**src/rtl/screen_row_closest_point_core_assert.svh**
```systemverilog
// assertion macros used by the screen row closest point core
`ifndef SCREEN_ROW_CLOSEST_POINT_CORE_ASSERT_SVH
`define SCREEN_ROW_CLOSEST_POINT_CORE_ASSERT_SVH

// same-cycle implication
`define SRCP_ASSERT_IMPLY(label, clk, rst, ante, cons, msg) \
   label: assert property (@(posedge clk) disable iff (rst) (ante) |-> (cons)) \
      else $error(msg);

// next-cycle implication
`define SRCP_ASSERT_NEXT(label, clk, rst, ante, cons, msg) \
   label: assert property (@(posedge clk) disable iff (rst) (ante) |=> (cons)) \
      else $error(msg);

`endif

```
**src/rtl/srcp_pkg.sv**
```systemverilog
// shared types and constants of the screen row closest point block
`default_nettype none

package srcp_pkg;

   localparam int MAX_SCREENS_DEF = 8;

   localparam int CMD_W    = 2;
   localparam int ID_W     = 8;
   localparam int SIZE_W   = 14;
   localparam int COORD_W  = 23;
   localparam int LOCAL_W  = 18;
   localparam int STATUS_W = 2;
   localparam int TOTAL_W  = 4;
   localparam int FRAC_W   = 4;

   typedef enum logic [CMD_W-1:0] {
      CMD_ADD    = 2'd0,
      CMD_REMOVE = 2'd1,
      CMD_QUERY  = 2'd2
   } cmd_type;

   typedef enum logic [STATUS_W-1:0] {
      ST_OK        = 2'd0,
      ST_FULL      = 2'd1,
      ST_NOT_FOUND = 2'd2,
      ST_DUP       = 2'd3
   } status_type;

   typedef enum logic [1:0] {
      TBL_IDLE,
      TBL_INSERT,
      TBL_DELETE,
      TBL_SET_LEFT
   } tbl_op_type;

   // left edge in pixels holds a sum of up to max_screens-1 widths
   function automatic int left_width(input int max_screens);
      left_width = SIZE_W + $clog2(max_screens);
   endfunction

endpackage

`default_nettype wire

```
**src/rtl/srcp_slot_table.sv**
```systemverilog
// ordered screen slot table with front insert, delete-with-close and left edge write
`default_nettype none

module srcp_slot_table import srcp_pkg::*; #(
   parameter int MAX_SCREENS = MAX_SCREENS_DEF,
   parameter int IDX_W       = 3,
   parameter int LEFT_W      = 17
) (
   input  logic              clock,
   input  tbl_op_type        op,
   input  logic [IDX_W-1:0]  idx,
   input  logic [ID_W-1:0]   new_id,
   input  logic [SIZE_W-1:0] new_width,
   input  logic [SIZE_W-1:0] new_height,
   input  logic [LEFT_W-1:0] new_left,
   output logic [ID_W-1:0]   rd_id,
   output logic [SIZE_W-1:0] rd_width,
   output logic [SIZE_W-1:0] rd_height,
   output logic [LEFT_W-1:0] rd_left
);

   logic [ID_W-1:0]   id_ff     [MAX_SCREENS];
   logic [SIZE_W-1:0] width_ff  [MAX_SCREENS];
   logic [SIZE_W-1:0] height_ff [MAX_SCREENS];
   logic [LEFT_W-1:0] left_ff   [MAX_SCREENS];

   always_ff @(posedge clock) begin
      unique case (op)
         TBL_INSERT: begin
            // every entry moves one place back, new screen goes in front
            for (int j = 1; j < MAX_SCREENS; j++) begin
               id_ff[j]     <= id_ff[j-1];
               width_ff[j]  <= width_ff[j-1];
               height_ff[j] <= height_ff[j-1];
            end
            id_ff[0]     <= new_id;
            width_ff[0]  <= new_width;
            height_ff[0] <= new_height;
         end
         TBL_DELETE: begin
            // entries from the removed slot on close the gap
            for (int j = 0; j < MAX_SCREENS - 1; j++) begin
               if (IDX_W'(j) >= idx) begin
                  id_ff[j]     <= id_ff[j+1];
                  width_ff[j]  <= width_ff[j+1];
                  height_ff[j] <= height_ff[j+1];
               end
            end
         end
         TBL_SET_LEFT: begin
            left_ff[idx] <= new_left;
         end
         TBL_IDLE: begin
         end
      endcase
   end

   assign rd_id     = id_ff[idx];
   assign rd_width  = width_ff[idx];
   assign rd_height = height_ff[idx];
   assign rd_left   = left_ff[idx];

endmodule

`default_nettype wire

```
**src/rtl/srcp_dist_unit.sv**
```systemverilog
// pipelined clamp, squared distance and running best-screen unit
`default_nettype none

module srcp_dist_unit import srcp_pkg::*; #(
   parameter int LEFT_W = 17,
   parameter int CW     = 24
) (
   input  logic                      clock,
   input  logic                      reset,
   input  logic                      in_valid,
   input  logic                      in_first,
   input  logic                      in_last,
   input  logic signed [COORD_W-1:0] qx,
   input  logic signed [COORD_W-1:0] qy,
   input  logic [LEFT_W-1:0]         left,
   input  logic [SIZE_W-1:0]         width,
   input  logic [SIZE_W-1:0]         height,
   input  logic [ID_W-1:0]           id,
   output logic                      done,
   output logic [ID_W-1:0]           best_id,
   output logic [LOCAL_W-1:0]        best_lx,
   output logic [LOCAL_W-1:0]        best_ly
);

   localparam int SQ_W = 2 * CW - 1;
   localparam int D_W  = 2 * CW;

   logic signed [CW-1:0] qx_s, qy_s, left16, right16, bottom16;
   logic signed [CW-1:0] cx, cy, dx, dy, lx_full;

   logic                 s1_valid_ff, s1_first_ff, s1_last_ff;
   logic signed [CW-1:0] s1_dx_ff, s1_dy_ff;
   logic [LOCAL_W-1:0]   s1_lx_ff, s1_ly_ff;
   logic [ID_W-1:0]      s1_id_ff;

   logic                 s2_valid_ff, s2_first_ff, s2_last_ff;
   logic [SQ_W-1:0]      s2_sqx_ff, s2_sqy_ff;
   logic [LOCAL_W-1:0]   s2_lx_ff, s2_ly_ff;
   logic [ID_W-1:0]      s2_id_ff;

   logic signed [2*CW-1:0] prod_x, prod_y;
   logic [D_W-1:0]         dist_sum;
   logic                   take;

   logic [D_W-1:0]     best_d_ff;
   logic [ID_W-1:0]    best_id_ff;
   logic [LOCAL_W-1:0] best_lx_ff, best_ly_ff;
   logic               done_ff;

   // box edges in fixed point, all non-negative
   always_comb begin
      qx_s     = CW'(qx);
      qy_s     = CW'(qy);
      left16   = CW'({1'b0, left, {FRAC_W{1'b0}}});
      right16  = CW'({(LEFT_W + 1)'(left) + (LEFT_W + 1)'(width), {FRAC_W{1'b0}}});
      bottom16 = CW'({height, {FRAC_W{1'b0}}});

      if (qx_s < left16) begin
         cx = left16;
      end else if (qx_s > right16) begin
         cx = right16;
      end else begin
         cx = qx_s;
      end

      if (qy_s[CW-1]) begin
         cy = '0;
      end else if (qy_s > bottom16) begin
         cy = bottom16;
      end else begin
         cy = qy_s;
      end

      dx      = qx_s - cx;
      dy      = qy_s - cy;
      lx_full = cx - left16;
   end

   assign prod_x   = s1_dx_ff * s1_dx_ff;
   assign prod_y   = s1_dy_ff * s1_dy_ff;
   assign dist_sum = D_W'(s2_sqx_ff) + D_W'(s2_sqy_ff);
   // first slot always wins, later ones only when strictly closer
   assign take     = s2_valid_ff && (s2_first_ff || (dist_sum < best_d_ff));

   always_ff @(posedge clock) begin
      if (reset) begin
         s1_valid_ff <= 1'b0;
         s2_valid_ff <= 1'b0;
         done_ff     <= 1'b0;
      end else begin
         s1_valid_ff <= in_valid;
         s2_valid_ff <= s1_valid_ff;
         done_ff     <= s2_valid_ff && s2_last_ff;
      end

      s1_first_ff <= in_first;
      s1_last_ff  <= in_last;
      s1_dx_ff    <= dx;
      s1_dy_ff    <= dy;
      s1_lx_ff    <= lx_full[LOCAL_W-1:0];
      s1_ly_ff    <= cy[LOCAL_W-1:0];
      s1_id_ff    <= id;

      s2_first_ff <= s1_first_ff;
      s2_last_ff  <= s1_last_ff;
      s2_sqx_ff   <= prod_x[SQ_W-1:0];
      s2_sqy_ff   <= prod_y[SQ_W-1:0];
      s2_lx_ff    <= s1_lx_ff;
      s2_ly_ff    <= s1_ly_ff;
      s2_id_ff    <= s1_id_ff;

      if (take) begin
         best_d_ff  <= dist_sum;
         best_id_ff <= s2_id_ff;
         best_lx_ff <= s2_lx_ff;
         best_ly_ff <= s2_ly_ff;
      end
   end

   assign done    = done_ff;
   assign best_id = best_id_ff;
   assign best_lx = best_lx_ff;
   assign best_ly = best_ly_ff;

endmodule

`default_nettype wire

```
**src/rtl/screen_row_closest_point_core.sv**
```systemverilog
// screen row closest point: top level with command sequencer
//
// Keeps an ordered row of up to MAX_SCREENS screens laid out left to right at y=0.
// Command channel: a command is transferred at a clock edge where start is high
// and busy is low; req_command selects add (front insert), remove by id, or a
// closest-point query. Exactly one result per command is shown on the rsp_ ports
// for one cycle with rsp_valid high; the receiver cannot stall it.
// Steps from transfer to result strobe:
//   query:           one slot a cycle through the 3-stage distance unit
//   add / remove:    id search, table edit, left-edge re-layout (search and
//                    re-layout walk one slot a cycle through the single read port)
//   rejected edit:   at most the id search;  unused command or empty query: answered from idle
// busy stays high from transfer until the result strobe unless answered from idle; one command at a time.
// Reset (synchronous, active high) empties the table; stored screen data is not
// cleared, only the screen count.
`default_nettype none
`include "screen_row_closest_point_core_assert.svh"

module screen_row_closest_point_core import srcp_pkg::*; #(
   parameter int MAX_SCREENS = MAX_SCREENS_DEF
) (
   input  logic                      clock,
   input  logic                      reset,
   input  logic                      start,
   output logic                      busy,
   input  logic [CMD_W-1:0]          req_command,
   input  logic [ID_W-1:0]           req_screen_id,
   input  logic [SIZE_W-1:0]         req_screen_width,
   input  logic [SIZE_W-1:0]         req_screen_height,
   input  logic signed [COORD_W-1:0] req_query_x,
   input  logic signed [COORD_W-1:0] req_query_y,
   output logic                      rsp_valid,
   output logic [STATUS_W-1:0]       rsp_status,
   output logic                      rsp_found,
   output logic [ID_W-1:0]           rsp_closest_id,
   output logic [LOCAL_W-1:0]        rsp_local_x,
   output logic [LOCAL_W-1:0]        rsp_local_y,
   output logic [TOTAL_W-1:0]        rsp_screen_total
);

   localparam int IDX_W  = (MAX_SCREENS > 1) ? $clog2(MAX_SCREENS) : 1;
   localparam int CNT_W  = $clog2(MAX_SCREENS + 1);
   localparam int LEFT_W = left_width(MAX_SCREENS);
   localparam int CW     = (LEFT_W + 6 > COORD_W + 1) ? LEFT_W + 6 : COORD_W + 1;

   typedef enum logic [2:0] {
      S_IDLE,
      S_FIND,
      S_EDIT,
      S_LAYOUT,
      S_QUERY,
      S_WAIT
   } state_type;

   state_type                 state_ff, state_in;
   logic [CMD_W-1:0]          cmd_ff;
   logic [ID_W-1:0]           id_ff;
   logic [SIZE_W-1:0]         width_ff, height_ff;
   logic signed [COORD_W-1:0] qx_ff, qy_ff;
   logic [IDX_W-1:0]          idx_ff, idx_in;
   logic                      hit_ff, hit_in;
   logic [CNT_W-1:0]          count_ff, count_in;
   logic [LEFT_W-1:0]         acc_ff, acc_in;
   logic                      latch;

   logic                      resp;
   status_type                status_in;
   logic                      found_in;

   logic                      rsp_valid_ff;
   logic [STATUS_W-1:0]       rsp_status_ff;
   logic                      rsp_found_ff;
   logic [ID_W-1:0]           rsp_id_ff;
   logic [LOCAL_W-1:0]        rsp_lx_ff, rsp_ly_ff;
   logic [TOTAL_W-1:0]        rsp_total_ff;

   tbl_op_type                tbl_op;
   logic [ID_W-1:0]           rd_id;
   logic [SIZE_W-1:0]         rd_width, rd_height;
   logic [LEFT_W-1:0]         rd_left;
   logic                      idx_last;

   logic                      dist_done;
   logic [ID_W-1:0]           best_id;
   logic [LOCAL_W-1:0]        best_lx, best_ly;

   srcp_slot_table #(
      .MAX_SCREENS (MAX_SCREENS),
      .IDX_W       (IDX_W),
      .LEFT_W      (LEFT_W)
   ) u_table (
      .clock      (clock),
      .op         (tbl_op),
      .idx        (idx_ff),
      .new_id     (id_ff),
      .new_width  (width_ff),
      .new_height (height_ff),
      .new_left   (acc_ff),
      .rd_id      (rd_id),
      .rd_width   (rd_width),
      .rd_height  (rd_height),
      .rd_left    (rd_left)
   );

   srcp_dist_unit #(
      .LEFT_W (LEFT_W),
      .CW     (CW)
   ) u_dist (
      .clock    (clock),
      .reset    (reset),
      .in_valid (state_ff == S_QUERY),
      .in_first (idx_ff == '0),
      .in_last  (idx_last),
      .qx       (qx_ff),
      .qy       (qy_ff),
      .left     (rd_left),
      .width    (rd_width),
      .height   (rd_height),
      .id       (rd_id),
      .done     (dist_done),
      .best_id  (best_id),
      .best_lx  (best_lx),
      .best_ly  (best_ly)
   );

   assign idx_last = (CNT_W'(idx_ff) + CNT_W'(1)) == count_ff;

   always_comb begin
      state_in  = state_ff;
      idx_in    = idx_ff;
      hit_in    = hit_ff;
      count_in  = count_ff;
      acc_in    = acc_ff;
      latch     = 1'b0;
      resp      = 1'b0;
      status_in = ST_OK;
      found_in  = 1'b0;
      tbl_op    = TBL_IDLE;

      unique case (state_ff)
         S_IDLE: begin
            if (start) begin
               latch  = 1'b1;
               idx_in = '0;
               hit_in = 1'b0;
               acc_in = '0;
               unique case (req_command)
                  CMD_ADD, CMD_REMOVE: begin
                     state_in = (count_ff == '0) ? S_EDIT : S_FIND;
                  end
                  CMD_QUERY: begin
                     if (count_ff == '0) begin
                        resp = 1'b1;
                     end else begin
                        state_in = S_QUERY;
                     end
                  end
                  default: begin
                     resp = 1'b1;
                  end
               endcase
            end
         end
         S_FIND: begin
            // a hit leaves idx on the matching slot for the delete
            if (rd_id == id_ff) begin
               hit_in   = 1'b1;
               state_in = S_EDIT;
            end else if (idx_last) begin
               state_in = S_EDIT;
            end else begin
               idx_in = idx_ff + IDX_W'(1);
            end
         end
         S_EDIT: begin
            idx_in = '0;
            acc_in = '0;
            if (cmd_ff == CMD_ADD) begin
               if (hit_ff) begin
                  resp      = 1'b1;
                  status_in = ST_DUP;
               end else if (count_ff == CNT_W'(MAX_SCREENS)) begin
                  resp      = 1'b1;
                  status_in = ST_FULL;
               end else begin
                  tbl_op   = TBL_INSERT;
                  count_in = count_ff + CNT_W'(1);
                  state_in = S_LAYOUT;
               end
            end else begin
               if (!hit_ff) begin
                  resp      = 1'b1;
                  status_in = ST_NOT_FOUND;
               end else begin
                  tbl_op   = TBL_DELETE;
                  count_in = count_ff - CNT_W'(1);
                  if (count_ff == CNT_W'(1)) begin
                     resp = 1'b1;
                  end else begin
                     state_in = S_LAYOUT;
                  end
               end
            end
         end
         S_LAYOUT: begin
            // running sum of widths gives each left edge
            tbl_op = TBL_SET_LEFT;
            acc_in = acc_ff + LEFT_W'(rd_width);
            if (idx_last) begin
               resp = 1'b1;
            end else begin
               idx_in = idx_ff + IDX_W'(1);
            end
         end
         S_QUERY: begin
            if (idx_last) begin
               state_in = S_WAIT;
            end else begin
               idx_in = idx_ff + IDX_W'(1);
            end
         end
         S_WAIT: begin
            if (dist_done) begin
               resp     = 1'b1;
               found_in = 1'b1;
            end
         end
         default: begin
            state_in = S_IDLE;
         end
      endcase

      if (resp) begin
         state_in = S_IDLE;
      end
   end

   always_ff @(posedge clock) begin
      if (reset) begin
         state_ff     <= S_IDLE;
         count_ff     <= '0;
         rsp_valid_ff <= 1'b0;
      end else begin
         state_ff     <= state_in;
         count_ff     <= count_in;
         rsp_valid_ff <= resp;
      end

      idx_ff <= idx_in;
      hit_ff <= hit_in;
      acc_ff <= acc_in;

      if (latch) begin
         cmd_ff    <= req_command;
         id_ff     <= req_screen_id;
         width_ff  <= req_screen_width;
         height_ff <= req_screen_height;
         qx_ff     <= req_query_x;
         qy_ff     <= req_query_y;
      end

      if (resp) begin
         rsp_status_ff <= status_in;
         rsp_found_ff  <= found_in;
         rsp_id_ff     <= found_in ? best_id : '0;
         rsp_lx_ff     <= found_in ? best_lx : '0;
         rsp_ly_ff     <= found_in ? best_ly : '0;
         rsp_total_ff  <= TOTAL_W'(count_in);
      end
   end

   assign busy             = (state_ff != S_IDLE);
   assign rsp_valid        = rsp_valid_ff;
   assign rsp_status       = rsp_status_ff;
   assign rsp_found        = rsp_found_ff;
   assign rsp_closest_id   = rsp_id_ff;
   assign rsp_local_x      = rsp_lx_ff;
   assign rsp_local_y      = rsp_ly_ff;
   assign rsp_screen_total = rsp_total_ff;

   `SRCP_ASSERT_IMPLY(a_rsp_in_idle, clock, reset, rsp_valid_ff, state_ff == S_IDLE, "result strobe while sequencer busy")
   `SRCP_ASSERT_IMPLY(a_count_bound, clock, reset, 1'b1, count_ff <= CNT_W'(MAX_SCREENS), "screen count above table depth")
   `SRCP_ASSERT_NEXT(a_accept_progress, clock, reset, start && !busy, busy || rsp_valid_ff, "transferred command neither started nor answered")
   `SRCP_ASSERT_IMPLY(a_found_ok, clock, reset, rsp_valid_ff && rsp_found_ff, rsp_status_ff == ST_OK, "found result with error status")

endmodule

`default_nettype wire
```
**config.mk**
```make
export PLATFORM = sky130hd
export DESIGN_NAME = screen_row_closest_point_core
export DESIGN_NICKNAME = d
export VERILOG_FILES = /design/src/rtl/srcp_pkg.sv /design/src/rtl/srcp_slot_table.sv /design/src/rtl/srcp_dist_unit.sv /design/src/rtl/screen_row_closest_point_core.sv
export VERILOG_INCLUDE_DIRS = /design/src /design/src/rtl
export SDC_FILE = /design/constraint.sdc
export NUM_CORES = 2
export LEC_CHECK = 0
export ABC_AREA = 1
export BUFFER_PORTS_ARGS = -buffer_cell sky130_fd_sc_hd__buf_2
export CAP_MARGIN = 10
export CORE_MARGIN = 2
export CORE_UTILIZATION = 45
export CTS_BUF_LIST = sky130_fd_sc_hd__clkbuf_16
export DETAILED_ROUTE_END_ITERATION = 16
export SYNTH_ARGS = -nofsm -noshare
export SYNTH_HDL_FRONTEND = slang
export SYNTH_SLANG_ARGS = --single-unit
```
**constraint.sdc**
```tcl
create_clock -name clock -period 8.1 [get_ports clock]
set_input_delay 1.215 -clock clock [delete_from_list [all_inputs] [get_ports clock]]
set_output_delay 1.215 -clock clock [all_outputs]
set_load 0.005 [all_outputs]
```
**After elaboration in Yosys (flattened, before gate mapping)**

Memory sizes are Yosys's and may differ from the RTL's. A register that Yosys moved wholly into a read port is not among the register bits.
Cells that the tools add are included.

- Logic and storage cells: 237
- RAM bits: 424
- Input port bits: 87
- Bits in registers: 493
- Memories kept: 4
- Output and inout port bits: 53

- Multiplexer cells: 104
- Reductions and logical operators: 20
- $mul: 2
- Eq/ne operators: 25
- $add $sub $neg: 10
- Bitwise gates (word level): 22
- Magnitude comparators: 11

Memories:

| name | depth | bits a word | read ports | clocked after Yosys merged registers in | write ports | RTL line | source |
|---|---|---|---|---|---|---|---|
| u_table.left_ff | 8 | 17 | 1 | 1 | 1 | srcp_slot_table.sv:25 | `logic [LEFT_W-1:0] left_ff [MAX_SCREENS];` |
| u_table.height_ff | 8 | 14 | 9 | 1 | 8 | srcp_slot_table.sv:24 | `logic [SIZE_W-1:0] height_ff [MAX_SCREENS];` |
| u_table.width_ff | 8 | 14 | 9 | 1 | 8 | srcp_slot_table.sv:23 | `logic [SIZE_W-1:0] width_ff [MAX_SCREENS];` |
| u_table.id_ff | 8 | 8 | 9 | 1 | 8 | srcp_slot_table.sv:22 | `logic [ID_W-1:0] id_ff [MAX_SCREENS];` |

Operators with widths:

| cell | number |
|---|---|
| $mux W14 | 14 |
| $mul A24 B24 Y47 | 2 |
| $mux W8 | 7 |
| $mux W3 | 17 |
| $pmux W17 S3 | 1 |
| $add A47 B47 Y48 | 1 |
| $lt A48 B48 Y1 | 1 |
| $mux W24 | 2 |
| $mux W22 | 2 |
| $mux W1 | 42 |
| $sub A23 B23 Y24 | 1 |
| $sub A23 B24 Y24 | 1 |
| $gt A23 B19 Y1 | 1 |
| $gt A23 B23 Y1 | 1 |
| $lt A23 B22 Y1 | 1 |
| $or A1 B1 Y1 | 21 |
| $mux W4 | 5 |
| $add A17 B14 Y18 | 1 |
| $sub A18 B18 Y18 | 1 |
| $add A17 B14 Y17 | 1 |
| $mux W17 | 1 |
| $ne A3 B3 Y1 const B | 5 |
| $pmux W3 S5 | 1 |
| $mux W2 | 6 |
| 36 further kinds | 58 |

**Logic depth before layout (Yosys ltp)**

- Depth in word-level cells: 9
- Mapped depth: 52
- Mapped depth without buffers: 45

**Cells and area by module**

A second synthesis with hierarchy kept.

- Cell total of the unflattened synthesis: 8820
- Area, all modules: 81451.9 sq um

Modules (own cells, without submodules):

| module | times used | area an instance (sq um) | sequential area each (sq um) | cells each |
|---|---|---|---|---|
| srcp_dist_unit | 1 | 54120.7 | 7467.2 | 6117 |
| srcp_slot_table | 1 | 20395.8 | 12732.2 | 2128 |
| screen_row_closest_point_core | 1 | 6935.4 | 4844.6 | 575 |

**Worst setup path before layout**

No wires, ideal clock.

- Path kind: reg2reg
- Start: register u_dist.s2_sqy_ff[5]
- End: register u_dist.best_d_ff[0] (enable)
- Setup slack: 578 ps
- Data arrival time: 6979 ps
- Cell stages (with the launch flop): 23
- Library setup time: 543 ps
- Path buffers: 1
- Data required time: 7557 ps
- Clock period less this slack: 7522 ps
- Path through: dfxtp_1 -> ha_1 -> buf_2 -> a21oi_1 -> nand2_1 -> a21oi_1 -> o21ai_1 -> a21boi_2 -> o21ai_1 -> a21oi_1 -> o21ai_1 -> a21oi_1 -> xor2_1 -> ha_1 -> nand2_1 -> inv_1 -> nand3_1 -> nor4_1 -> inv_1 -> nor4_1 -> a221oi_1 -> a21oi_1 -> nor2_1

- Cells in the longest elaborated chain, start to end: 4

Ends and longest elaborated chain:

| what | RTL line | source |
|---|---|---|
| from (decl) | srcp_dist_unit.sv:37 | `logic [SQ_W-1:0] s2_sqx_ff, s2_sqy_ff;` |
| from (signal assigned) | srcp_dist_unit.sv:107 | `s2_sqy_ff <= prod_y[SQ_W-1:0];` |
| $add A47 B47 Y48 | srcp_dist_unit.sv:81 | `assign dist_sum = D_W'(s2_sqx_ff) + D_W'(s2_sqy_ff);` |
| named net u_dist.dist_sum[46] | srcp_dist_unit.sv:42 | `logic [D_W-1:0] dist_sum;` |
| $lt A48 B48 Y1 | srcp_dist_unit.sv:83 | `assign take = s2_valid_ff && (s2_first_ff \|\| (dist_sum < best_d_ff));` |
| $logic_or A1 B1 Y1 | srcp_dist_unit.sv:83 |  |
| $logic_and A1 B1 Y1 | srcp_dist_unit.sv:83 |  |
| named net u_dist.take | srcp_dist_unit.sv:43 | `logic take;` |
| to (signal assigned) | srcp_dist_unit.sv:113 | `best_d_ff <= dist_sum;` |
| to (decl) | srcp_dist_unit.sv:45 | `logic [D_W-1:0] best_d_ff;` |

The timed path passes the listed nets, and every way through them passes these cells.
A chain may end at the register's enable or synchronous reset.

**Worst setup path in the final report**

- Start: register u_dist.s1_dy_ff[11]
- End: register u_dist.s2_sqy_ff[33]

- Cells in the longest elaborated chain, start to end: 1

Ends and longest elaborated chain:

| what | RTL line | source |
|---|---|---|
| from (decl) | srcp_dist_unit.sv:32 | `logic signed [CW-1:0] s1_dx_ff, s1_dy_ff;` |
| from (signal assigned) | srcp_dist_unit.sv:99 | `s1_dy_ff <= dy;` |
| $mul A24 B24 Y47 | srcp_dist_unit.sv:80 | `assign prod_y = s1_dy_ff * s1_dy_ff;` |
| named net u_dist.prod_y[33] | srcp_dist_unit.sv:41 | `logic signed [2*CW-1:0] prod_x, prod_y;` |

The timed path passes the listed nets, and every way through them passes these cells.

==> results.sh <==
export IMPL_gr_total_overflow=0
export IMPL_syn_inst=8555
export IMPL_post_cts_buffers=0
export IMPL_drv_cap=0
export IMPL_die_h_um=425.9
export IMPL_clk_latency_ns=0.75
export IMPL_io_pins=140
export IMPL_worstSetupPathType="register to register"
export IMPL_totalWireLength_mm=198.8
export IMPL_yosys_top_cells_area="fa_1 28%, edfxtp_1 25%, inv_1 9.9%"
export IMPL_synth_largest_area_cell="fa_1"
export IMPL_nets=10347
export IMPL_num_fill_cells=16544
export IMPL_synth_edf_count=672
export IMPL_fin_setup_tns_ns=0
export IMPL_synth_top_cell_area_share_pct=27.51
export IMPL_slew_violations=0
export IMPL_dieArea_um2=181400
export IMPL_drtIter0Drc=4212
export IMPL_core_um2=176500
export IMPL_synthTopCellsByCount="2112 x inv_1, 1369 x nand2_1, 1101 x fa_1"
export IMPL_cts_root_buf="clkbuf_16"
export IMPL_tightest_slew_ns=1.176
export IMPL_clock_sinks=918
export IMPL_status="completed"
export IMPL_drive_gt1_share_pct=5.735
export IMPL_clkSlewWorstSetupHoldPaths_ns=0.06
export IMPL_ctsHoldBuffers=0
export IMPL_areaGrowthSynthToFinish_pct=8.636
export IMPL_vias=56284
export IMPL_yosysWarnings=0
export IMPL_grt_start_max_net_pins=98
export IMPL_syn_cell_area_um2=80120
export IMPL_critical_path_startpoint_type="register"
export IMPL_drt_pass1_iter_count=8
export IMPL_syn_avg_cell_area_um2=9.365
export IMPL_ys_async_sr_fraction_pct=0
export IMPL_die_w_um=425.9
export IMPL_synth_seq_area_share_pct=31.33
export IMPL_rsz0062_at_grt="false"
export IMPL_fmax_mhz=131.6
export IMPL_endpoint_kind="register"
export IMPL_synthFlopType="edfxtp_1"
export IMPL_cts_made_buffers=99
export IMPL_yosysUniqueCellTypes=57
export IMPL_crit_required_ns=8.72
export IMPL_io_buffers=139
export IMPL_via_per_inst=5.081
export IMPL_hold_viol=0
export IMPL_htreeDepth=3
export IMPL_fin_skew_ns=0.08355
export IMPL_cp_arrival_ns=8.22
export IMPL_drt_wirelength_per_cell_um=17.95
export IMPL_dp_hpwl_mm=153.8
export IMPL_fin_crit_ns=7.602
export IMPL_grtUsageTotal_pct=22.41
export IMPL_ys_seq_elements=918
export IMPL_grt_pass1_wl_mm=320.8
export IMPL_hold_class="register to register"
export IMPL_drcViolationCount=0
export IMPL_setup_viol=0
export IMPL_antenna_left=0
export IMPL_yosysMostFrequentCell="inv_1"
export IMPL_gp_congestion=0.9338
export IMPL_crit_fanout=13
export IMPL_row_count=154
export IMPL_clockBufferDepth=3
export IMPL_antenna_found_initial=4
export IMPL_final_period_utilization_pct=93.85
export IMPL_initial_core_util_pct=45.39
export IMPL_first_global_vias=58970
export IMPL_timing_slew_headroom_pct=21.28
export IMPL_cts_tree="built"
==> placed cells by master, fill, tap and decap left out, types with 5 or more instances in the layout <==
master	instances
nor2_1	429
edfxtp_1	672
or2_2	14
clkinv_1	10
nand2_2	23
nand3_2	7
xor2_1	157
inv_4	6
o21a_1	31
nor3_1	35
and2_1	5
o22ai_1	32
inv_1	2124
o21ai_1	37
buf_2	139
a21o_1	18
o211ai_1	19
dfxtp_1	244
nand4_1	27
conb_1	5
buf_4	114
clkinv_2	16
bufinv_16	9
clkinv_16	5
xnor2_1	85
inv_2	18
fa_1	1101
ha_1	510
nand2_1	1366
o21bai_1	10
a21oi_1	435
a31oi_1	46
o221ai_1	11
clkbuf_16	102
nand3_1	107
o21ai_0	675
a211oi_1	8
nor4_1	18
==> per-layer routing <==
metal	track usage (%)	part of all wire, %
met3	2.313	5.0
met1	30.57	44
met2	38.14	49
met5	0	0
met4	5.913	2.6
==> critical path: stages (launching register included) <==
cell and delay [ns]:
dfxtp_1 0.74, buf_4 0.34, nand2_1 0.14, fa_1 0.52, inv_1 0.07, ha_1 0.28
a21o_1 0.19, fa_1 0.50, inv_1 0.06, fa_1 0.52, inv_1 0.06, fa_1 0.52
inv_1 0.05, fa_1 0.47, inv_1 0.05, fa_1 0.43, ha_1 0.39, nand2_1 0.13
nor2_1 0.15, nand2_1 0.09, nor4_1 0.70, a21oi_1 0.22, o21ai_0 0.30, nand2_1 0.09
nand2_1 0.18, nand2_1 0.08, nand2_1 0.07, xor2_1 0.16
==> through the flow <==
stage	cell area, µm²	setup slack (ns)	hold slack (ns)	utilization (%)	std cells
after floorplan	80130	0.5783	0.3096	-	8559
after global placement	83670	0.5821	0.3118	47.41	10888
after detailed placement	83670	0.4971	0.3121	47.41	10888
after CTS	87030	0.4770	0.3245	49.31	11076
after global routing	87040	0.01061	0.3298	49.31	11078
final	87040	0.4984	0.3235	49.31	11078
==> final timing paths <==
check	startpoint	endpoint	slack, ns	cells past startpoint
worst max-delay path	u_dist.s1_dy_ff[11]$_DFF_P_	u_dist.s2_sqy_ff[33]$_DFF_P_	0.50	27
worst min-delay path	u_dist.s1_ly_ff[5]$_DFF_P_	u_dist.s2_ly_ff[5]$_DFF_P_	0.32	0
worst max register to register	u_dist.s1_dy_ff[11]$_DFF_P_	u_dist.s2_sqy_ff[33]$_DFF_P_	0.50	27
worst min register to register	u_dist.s1_ly_ff[5]$_DFF_P_	u_dist.s2_ly_ff[5]$_DFF_P_	0.32	0
==> kinds of logic (layout without fill, tap and decap cells) <==
kind of cell	after synthesis	count (layout)	share of synthesized area [%]
adder cells (fa/ha/maj)	1611	1611	35.48
other	1	7	0.004681
buffers and inverters	2383	2560	11.28
AND/OR/NAND/NOR	2044	2044	10.17
XOR/XNOR	242	242	2.646
flip-flops	918	918	31.33
AO/OA/AOI/OAI	1356	1356	9.081
==> sequential cells by signal, summed over array words and instances (netlist names), 23 cells and up, named ones only <==
register,count
u_dist.best_d_ff,48
u_dist.s1_dy_ff,24
u_table.width_ff,112
u_table.id_ff,64
u_dist.s2_sqx_ff,46
u_dist.s1_dx_ff,24
qx_ff,23
u_table.height_ff,112
qy_ff,23
u_dist.s2_sqy_ff,46
u_table.left_ff,136
==> what timing repair did <==
action | in CTS | in global routing
endpoints found under the hold margin | 0 | 0
gates resized for setup | 0 | 1
endpoints found under the setup margin | 0 | 1
==> final cells by class <==
cell class              count  area, µm²  area share (%)
diodes                      2      5.005        0.005750
clock buffers             102       2552           2.933
clock inverters            86      800.8          0.9200
inverters                2116       7945           9.129
multi-input cells        5258      46080           52.95
flip-flops and latches    918      25110           28.85
well taps                2340       2928           3.364
repair buffers            256       1612           1.852
Power is not shown: default switching activity piles up to over one toggle a cycle in this logic, so the estimate is an artifact.
